===== src/rtl/assert_macros.svh =====
// assertion macros for the hash engine
`ifndef ASSERT_MACROS_SVH
`define ASSERT_MACROS_SVH

// a on one edge implies b on the next
`define ASSERT_NEXT(label, clk, rst, a, b) \
   label: assert property (@(posedge clk) disable iff (rst) (a) |=> (b)) \
      else $error("assertion failed: next-cycle implication");

// a implies b on the same edge
`define ASSERT_SAME(label, clk, rst, a, b) \
   label: assert property (@(posedge clk) disable iff (rst) (a) |-> (b)) \
      else $error("assertion failed: same-cycle implication");

`endif


===== src/rtl/skhe_pkg.sv =====
// shared types, constants and helpers of the key hash engine
package skhe_pkg;

   localparam logic [1:0] ALG_FNV    = 2'd0;
   localparam logic [1:0] ALG_DJB    = 2'd1;
   localparam logic [1:0] ALG_MURMUR = 2'd2;

   localparam logic [1:0] CSR_ALGORITHM = 2'd0;
   localparam logic [1:0] CSR_FOLD_CASE = 2'd1;

   localparam logic [31:0] FNV_BASIS = 32'd2166136261;
   localparam logic [31:0] FNV_PRIME = 32'd16777619;
   localparam logic [31:0] DJB_START = 32'd5381;
   localparam logic [31:0] MM_C1     = 32'hcc9e2d51;
   localparam logic [31:0] MM_C2     = 32'h1b873593;
   localparam logic [31:0] MM_N      = 32'he6546b64;
   localparam logic [31:0] MM_F1     = 32'h85ebca6b;
   localparam logic [31:0] MM_F2     = 32'hc2b2ae35;
   localparam logic [31:0] MM_H_MUL  = 32'd5;

   typedef enum logic [2:0] {
      OP_NONE,
      OP_BYTE,
      OP_KMIX2,
      OP_HMIX,
      OP_TAIL1,
      OP_FMIX1,
      OP_FMIX2,
      OP_FIN
   } op_type;

   typedef struct packed {
      op_type op;
      logic   use_w;
   } cmd_type;

   typedef struct packed {
      logic murmur;
      logic blk_full;
   } status_type;

   function automatic logic [31:0] rotl15(input logic [31:0] v);
      rotl15 = {v[16:0], v[31:17]};
   endfunction

   function automatic logic [31:0] rotl13(input logic [31:0] v);
      rotl13 = {v[18:0], v[31:19]};
   endfunction

   function automatic logic [31:0] start_value(input logic [1:0] alg);
      case (alg)
         ALG_DJB:    start_value = DJB_START;
         ALG_MURMUR: start_value = 32'd0;
         default:    start_value = FNV_BASIS;
      endcase
   endfunction

endpackage


===== src/rtl/skhe_ctrl.sv =====
// sequencing state machine of the key hash engine
module skhe_ctrl import skhe_pkg::*; (
   input  logic       clock,
   input  logic       reset,
   input  logic       req_valid,
   output logic       req_ready,
   input  logic       req_last_byte,
   output logic       rsp_valid,
   input  logic       rsp_ready,
   input  status_type status,
   output cmd_type    cmd
);

   typedef enum logic [7:0] {
      ST_IDLE  = 8'b0000_0001,
      ST_KMIX2 = 8'b0000_0010,
      ST_HMIX  = 8'b0000_0100,
      ST_TAIL1 = 8'b0000_1000,
      ST_TAIL2 = 8'b0001_0000,
      ST_FMIX1 = 8'b0010_0000,
      ST_FMIX2 = 8'b0100_0000,
      ST_FIN   = 8'b1000_0000
   } state_type;

   state_type state_ff, state_in;
   logic      last_ff, last_in;
   logic      tail_ff, tail_in;
   logic      rsp_valid_ff, rsp_valid_in;
   logic      accept;
   logic      out_free;

   assign req_ready = (state_ff == ST_IDLE);
   assign accept    = req_valid && req_ready;
   assign out_free  = !rsp_valid_ff || rsp_ready;
   assign rsp_valid = rsp_valid_ff;

   always_comb begin
      state_in     = state_ff;
      last_in      = last_ff;
      tail_in      = tail_ff;
      rsp_valid_in = rsp_valid_ff && !rsp_ready;
      cmd.op       = OP_NONE;
      cmd.use_w    = 1'b0;
      case (state_ff)
         ST_IDLE: begin
            if (accept) begin
               cmd.op  = OP_BYTE;
               last_in = req_last_byte;
               tail_in = 1'b0;
               if (status.murmur) begin
                  if (status.blk_full) begin
                     state_in = ST_KMIX2;
                  end else if (req_last_byte) begin
                     state_in = ST_TAIL1;
                     tail_in  = 1'b1;
                  end
               end else if (req_last_byte) begin
                  state_in = ST_FIN;
               end
            end
         end
         ST_KMIX2: begin
            cmd.op   = OP_KMIX2;
            state_in = ST_HMIX;
         end
         ST_HMIX: begin
            cmd.op   = OP_HMIX;
            state_in = last_ff ? ST_FMIX1 : ST_IDLE;
         end
         ST_TAIL1: begin
            cmd.op   = OP_TAIL1;
            state_in = ST_TAIL2;
         end
         ST_TAIL2: begin
            cmd.op   = OP_KMIX2;
            state_in = ST_FMIX1;
         end
         ST_FMIX1: begin
            cmd.op    = OP_FMIX1;
            cmd.use_w = tail_ff;
            state_in  = ST_FMIX2;
         end
         ST_FMIX2: begin
            cmd.op   = OP_FMIX2;
            state_in = ST_FIN;
         end
         ST_FIN: begin
            if (out_free) begin
               cmd.op       = OP_FIN;
               rsp_valid_in = 1'b1;
               state_in     = ST_IDLE;
            end
         end
         default: begin
            state_in = ST_IDLE;
         end
      endcase
   end

   always_ff @(posedge clock) begin
      if (reset) begin
         state_ff     <= ST_IDLE;
         last_ff      <= 1'b0;
         tail_ff      <= 1'b0;
         rsp_valid_ff <= 1'b0;
      end else begin
         state_ff     <= state_in;
         last_ff      <= last_in;
         tail_ff      <= tail_in;
         rsp_valid_ff <= rsp_valid_in;
      end
   end

endmodule


===== src/rtl/skhe_datapath.sv =====
// hash state, shared multiplier and result word of the key hash engine
module skhe_datapath import skhe_pkg::*; (
   input  logic        clock,
   input  logic        reset,
   input  logic        csr_write,
   input  logic [1:0]  csr_index,
   input  logic [1:0]  csr_data,
   input  logic [7:0]  req_key_byte,
   input  cmd_type     cmd,
   output status_type  status,
   output logic [31:0] rsp_key_hash
);

   logic [1:0]  alg_ff, alg_in;
   logic        fold_ff, fold_in;
   logic [31:0] hash_ff, hash_in;
   logic [31:0] blk_ff, blk_in;
   logic [31:0] cnt_ff, cnt_in;
   logic [31:0] w_ff, w_in;
   logic [31:0] out_ff, out_in;

   logic        murmur;
   logic        djb;
   logic [7:0]  b;
   logic [1:0]  pos;
   logic [31:0] blk_add;
   logic [31:0] fx;
   logic [31:0] mul_a;
   logic [31:0] mul_b;
   logic [31:0] mul_p;

   assign murmur = (alg_ff == ALG_MURMUR);
   assign djb    = (alg_ff == ALG_DJB);
   assign pos    = cnt_ff[1:0];

   assign status.murmur   = murmur;
   assign status.blk_full = (pos == 2'd3);

   // ascii upper case to lower case when case fold is on
   assign b = (fold_ff && req_key_byte >= 8'h41 && req_key_byte <= 8'h5a)
              ? req_key_byte + 8'h20 : req_key_byte;

   assign blk_add = blk_ff | ({24'd0, b} << {pos, 3'b000});
   assign fx      = hash_ff ^ cnt_ff ^ (cmd.use_w ? w_ff : 32'd0);

   always_comb begin
      mul_a = hash_ff ^ {24'd0, b};
      mul_b = FNV_PRIME;
      case (cmd.op)
         OP_BYTE: begin
            if (murmur) begin
               mul_a = blk_add;
               mul_b = MM_C1;
            end
         end
         OP_KMIX2: begin
            mul_a = rotl15(w_ff);
            mul_b = MM_C2;
         end
         OP_HMIX: begin
            mul_a = rotl13(hash_ff ^ w_ff);
            mul_b = MM_H_MUL;
         end
         OP_TAIL1: begin
            mul_a = blk_ff;
            mul_b = MM_C1;
         end
         OP_FMIX1: begin
            mul_a = fx ^ (fx >> 16);
            mul_b = MM_F1;
         end
         OP_FMIX2: begin
            mul_a = hash_ff ^ (hash_ff >> 13);
            mul_b = MM_F2;
         end
         default: begin
            mul_a = hash_ff ^ {24'd0, b};
            mul_b = FNV_PRIME;
         end
      endcase
   end

   assign mul_p = mul_a * mul_b;

   always_comb begin
      alg_in  = alg_ff;
      fold_in = fold_ff;
      hash_in = hash_ff;
      blk_in  = blk_ff;
      cnt_in  = cnt_ff;
      w_in    = w_ff;
      out_in  = out_ff;
      case (cmd.op)
         OP_BYTE: begin
            cnt_in = cnt_ff + 32'd1;
            if (murmur) begin
               blk_in = blk_add;
               w_in   = mul_p;
            end else if (djb) begin
               hash_in = {hash_ff[26:0], 5'd0} + hash_ff + {24'd0, b};
            end else begin
               hash_in = mul_p;
            end
         end
         OP_KMIX2: begin
            w_in = mul_p;
         end
         OP_HMIX: begin
            hash_in = mul_p + MM_N;
            blk_in  = 32'd0;
         end
         OP_TAIL1: begin
            w_in = mul_p;
         end
         OP_FMIX1: begin
            hash_in = mul_p;
         end
         OP_FMIX2: begin
            hash_in = mul_p;
         end
         OP_FIN: begin
            out_in  = murmur ? (hash_ff ^ (hash_ff >> 16)) : hash_ff;
            hash_in = start_value(alg_ff);
            blk_in  = 32'd0;
            cnt_in  = 32'd0;
         end
         default: begin
         end
      endcase
      if (csr_write) begin
         case (csr_index)
            CSR_ALGORITHM: begin
               alg_in  = csr_data;
               hash_in = start_value(csr_data);
               blk_in  = 32'd0;
               cnt_in  = 32'd0;
            end
            CSR_FOLD_CASE: begin
               fold_in = csr_data[0];
            end
            default: begin
            end
         endcase
      end
   end

   always_ff @(posedge clock) begin
      if (reset) begin
         alg_ff  <= ALG_FNV;
         fold_ff <= 1'b0;
         hash_ff <= FNV_BASIS;
         blk_ff  <= 32'd0;
         cnt_ff  <= 32'd0;
      end else begin
         alg_ff  <= alg_in;
         fold_ff <= fold_in;
         hash_ff <= hash_in;
         blk_ff  <= blk_in;
         cnt_ff  <= cnt_in;
      end
   end

   always_ff @(posedge clock) begin
      w_ff   <= w_in;
      out_ff <= out_in;
   end

   assign rsp_key_hash = out_ff;

endmodule


===== src/rtl/selectable_key_hash_engine_core.sv =====
// key hash engine top level: fnv-1a, djb2 or murmur3 32-bit over a byte stream
// a non-last byte keeps req_ready; a murmur byte closing a 4-byte block runs kmix2, hmix
// last byte: fnv, djb2 to fin; murmur via kmix2/hmix or tail1/tail2, fmix1, fmix2, fin
// the shared 32x32 multiplier is used once per cycle and sets the murmur step count
// a finished word waits in the output register while the next key streams in
// reset: synchronous, active high; fnv-1a selected, case fold off, hash state reset
`include "assert_macros.svh"

module selectable_key_hash_engine_core import skhe_pkg::*; (
   input  logic        clock,
   input  logic        reset,
   input  logic        csr_write,
   input  logic [1:0]  csr_index,
   input  logic [1:0]  csr_data,
   input  logic        req_valid,
   output logic        req_ready,
   input  logic [7:0]  req_key_byte,
   input  logic        req_last_byte,
   output logic        rsp_valid,
   input  logic        rsp_ready,
   output logic [31:0] rsp_key_hash
);

   cmd_type    cmd;
   status_type status;

   skhe_ctrl u_ctrl (
      .clock         (clock),
      .reset         (reset),
      .req_valid     (req_valid),
      .req_ready     (req_ready),
      .req_last_byte (req_last_byte),
      .rsp_valid     (rsp_valid),
      .rsp_ready     (rsp_ready),
      .status        (status),
      .cmd           (cmd)
   );

   skhe_datapath u_datapath (
      .clock        (clock),
      .reset        (reset),
      .csr_write    (csr_write),
      .csr_index    (csr_index),
      .csr_data     (csr_data),
      .req_key_byte (req_key_byte),
      .cmd          (cmd),
      .status       (status),
      .rsp_key_hash (rsp_key_hash)
   );

   `ASSERT_NEXT(a_busy_after_last, clock, reset, req_valid && req_ready && req_last_byte, !req_ready)
   `ASSERT_SAME(a_word_after_finish, clock, reset, $rose(rsp_valid), !$past(req_ready))
   `ASSERT_NEXT(a_block_mix_busy, clock, reset, req_valid && req_ready && status.murmur && status.blk_full, !req_ready)

endmodule


===== config.mk =====
export PLATFORM = sky130hd
export DESIGN_NAME = selectable_key_hash_engine_core
export DESIGN_NICKNAME = d
export VERILOG_FILES = /design/src/rtl/skhe_pkg.sv /design/src/rtl/skhe_ctrl.sv /design/src/rtl/skhe_datapath.sv /design/src/rtl/selectable_key_hash_engine_core.sv
export VERILOG_INCLUDE_DIRS = /design/src /design/src/rtl
export SDC_FILE = /design/constraint.sdc
export NUM_CORES = 2
export LEC_CHECK = 0
export ABC_CLOCK_PERIOD_IN_PS = 16800
export BUFFER_PORTS_ARGS = -buffer_cell sky130_fd_sc_hd__buf_2
export CORE_ASPECT_RATIO = 1.5
export CORE_MARGIN = 4
export CORE_UTILIZATION = 64
export CTS_CLUSTER_DIAMETER = 30
export DETAILED_ROUTE_END_ITERATION = 16
export PLACE_DENSITY = 0.81
export SKIP_CTS_REPAIR_TIMING = 1
export SLEW_MARGIN = 20
export SYNTH_ARGS = -nofsm -noshare
export SYNTH_HDL_FRONTEND = slang
export SYNTH_SLANG_ARGS = --single-unit

===== constraint.sdc =====
create_clock -name clock -period 16.8 [get_ports clock]
set_input_delay 3.36 -clock clock [delete_from_list [all_inputs] [get_ports clock]]
set_output_delay 3.36 -clock clock [all_outputs]
set_load 0.01 [all_outputs]

==> impl_results.md <==
* CORE AREA at 0.0429 sq mm
* Dpl hpwl at 99800 um
* Filler cells at roughly 3400
* Ports at 52
* Syn_nets at 3869
* Setup TNS Final at 0 ns
* Final Critical Period at roughly 14 ns
* Worst EP arrival at 14.77 ns
* CTS Root Cell: clkbuf_16
* Wire per inst at roughly 33 um
* Cells after Synth at 3254
* Clock sinks at 174
* Die Span Y at 263 um
* Vias post-DR at between 20000 and 30000
* Synth area leader: fa_1
* FF+latch count, synth at 174
* Critical Path RT at 17.12 ns
* Cell family with the largest share of critical-path delay: adder cells
* Area Overhead vs Synth at 5.58%
* Vias in the first global route at between 20000 and 30000
* Remaining DRCs at 0
* EDFF count, synth at 64
* Htree depth at 4
* Worst Tran Pin Value at approximately 1.3 ns
* Yosys warns at 0
* Most frequent cells in the layout: inv_1 (577), fa_1 (411), nand2_1 (343), nor2_1 (264), a21oi_1 (192)
* Ratio of cells with drive above 1 in the final layout at around 6.3%
* Die X at 178 um
* TritonCTS clock tree: done
* Rel. slew slack at 13.2%
* Fin nets at 3863
* Ys flop type: dfxtp_1
* Critical path class: in -> reg
* Setup Skew at about 0.014 ns
* Crit path max-delay cell type: o21ai_0
* Initial Util at 64.7%
* Routed WL at 127000 um
* Netlist cell types at 84
* Worst-path fanout max at 11
* Startpoint types: input port
* Post-synth top area share at 29.6%
* Ys async rst share at 0%
* Pre-antenna DRT Iters at 13
* Final ANT Viol Nets at 0
* Pin count of the biggest net entering global routing at 70
* Tcrit/Tclk final at 86.0%
* Post-Syn Area per Cell at 8.54 sq um
* Status: completed
* Most common cell after layout, fill and taps aside: inv_1
* CP most frequent cell: fa_1
* Clock Latency Late Sink at between 0.4 and 0.5 ns
* GRT Util Overall at 54.2%
* CTS buffer count at 17
* Max cap viols at 0
* Via density at 6.95
* Tightest Hold Check Type: reg -> reg
* Standard-cell rows at 93
* Synth area leaders: fa_1 (30%), ha_1 (8.4%), dfxtp_1 (7.9%)
* Cell Area, Synth at 0.0278 sq mm
* Iteration-0 DRC Markers at around 5300
* WP buf/inv at 7
* Port bufs at 51
* Die area at approximately 0.047 sq mm
* Max Slew Vio Count at 0
* Crit. End Element: register
* Fmax at between 0.06 and 0.07 GHz
* Initial antenna violation count at 5
* First-pass GRT wire length at 182000 um
* CTS clk-pin slew, worst paths at 0.08 ns
* Hold Vio Cnt, Final at 0
* RSZ-0062 raised after global routing: no
* Worst path max stage delay at around 0.94 ns
* Clk buf depth at 2
* Setup violations, final at 0
* Sequential area share after synthesis at 14.8%
* GRT overflow at 0
* Gpl congestion at 1.16
[through the flow]
stage / std cells / hold WS, ns / cell area (sq um) / worst slack [ns] / utilization (%)
after floorplan: 3254 / 0.406 / 27800 / 4.01 / -
after global placement: 3799 / 0.445 / 28700 / 2.51 / 66.9
after detailed placement: 3799 / 0.446 / 28700 / 2.24 / 66.9
after CTS: 3831 / 0.457 / 29300 / 2.66 / 68.3
after global routing: 3831 / 0.487 / 29300 / 2.02 / 68.3
final: 3834 / 0.459 / 29300 / 2.35 / 68.3
[registers in the layout, summed over array words and instances, names as in the netlist]
| name | flops |
|---|---|
| u_datapath.cnt_ff | 32 |
| u_ctrl.state_ff | 8 |
| u_ctrl.tail_ff | 1 |
| u_datapath.w_ff | 32 |
| u_datapath.blk_ff | 32 |
| u_datapath.alg_ff | 2 |
| u_datapath.rsp_key_hash | 32 |
| u_ctrl.last_ff | 1 |
| u_ctrl.rsp_valid | 1 |
| u_datapath.fold_ff | 1 |
| u_datapath.hash_ff | 32 |
[layout make-up]
cell class / instances / area, sq um / area share, %
multi-input combinational: 2355 / 21000 / 71.4
sequential: 174 / 4120 / 14.1
inverter: 577 / 2170 / 7.38
timing repair buffer: 123 / 796 / 2.71
tap: 570 / 713 / 2.43
clock buffer: 18 / 433 / 1.48
clock inverter: 14 / 139 / 0.473
antenna: 3 / 7.51 / 0.0256
[synthesized netlist by cell type (27+ instances only)]
| cell type | number |
|---|---|
| a21o_1 | 35 |
| edfxtp_1 | 64 |
| o21ai_0 | 123 |
| a22oi_1 | 44 |
| ha_1 | 186 |
| inv_1 | 577 |
| nand2b_1 | 31 |
| xor2_1 | 105 |
| a221oi_1 | 27 |
| a21oi_1 | 193 |
| nand3_1 | 57 |
| xnor2_1 | 167 |
| fa_1 | 411 |
| nand2_1 | 343 |
| nor2_1 | 266 |
| dfxtp_1 | 110 |
| clkbuf_1 | 120 |
| and2_1 | 38 |
[kinds of logic after synthesis]
logic type               synth area share, %
multiplexers                           0.275
flip-flops                              14.8
buffers and inverters                   9.91
AND/OR/NAND/NOR                         14.6
AO/OA/AOI/OAI                           13.5
adder cells (fa/ha/maj)                 38.0
XOR/XNOR                                8.96
[worst register-to-register path, delay by kind of cell (launching register included)]
| kind | cells | cell delay (ns) |
|---|---|---|
| AOI/OAI and AO/OA | 12 | 3.13 |
| xor gates and xnor gates | 4 | 1.36 |
| adders and majority gates | 9 | 3.85 |
| buffers and inverters | 8 | 1.51 |
| DFF | 1 | 0.47 |
| muxes | 1 | 0.38 |
| and+or+nand+nor | 6 | 2.05 |
[per-layer routing]
metal	vias up	share of wire, %	GRT usage (%)
met5	-	0.010	0.107
met4	2	14	53.1
met3	1019	14	19.5
met2	2571	43	79.7
li1	10500	-	-
met1	12600	30	58.9
[final timing paths]
check,start,endpoint,slack (ns),cells past startpoint
worst max register to register,u_datapath.hash_ff[21],u_datapath.hash_ff[31],3.92,40
worst min-delay path,u_datapath.blk_ff[7],u_datapath.blk_ff[7],0.46,2
worst min register to register,u_datapath.blk_ff[7],u_datapath.blk_ff[7],0.46,2
worst max-delay path,req_key_byte[3],u_datapath.hash_ff[31],2.35,39
Power is left out: the tool's default activity adds up to more than one toggle a clock period on the data nets, which glitch-free logic cannot reach.
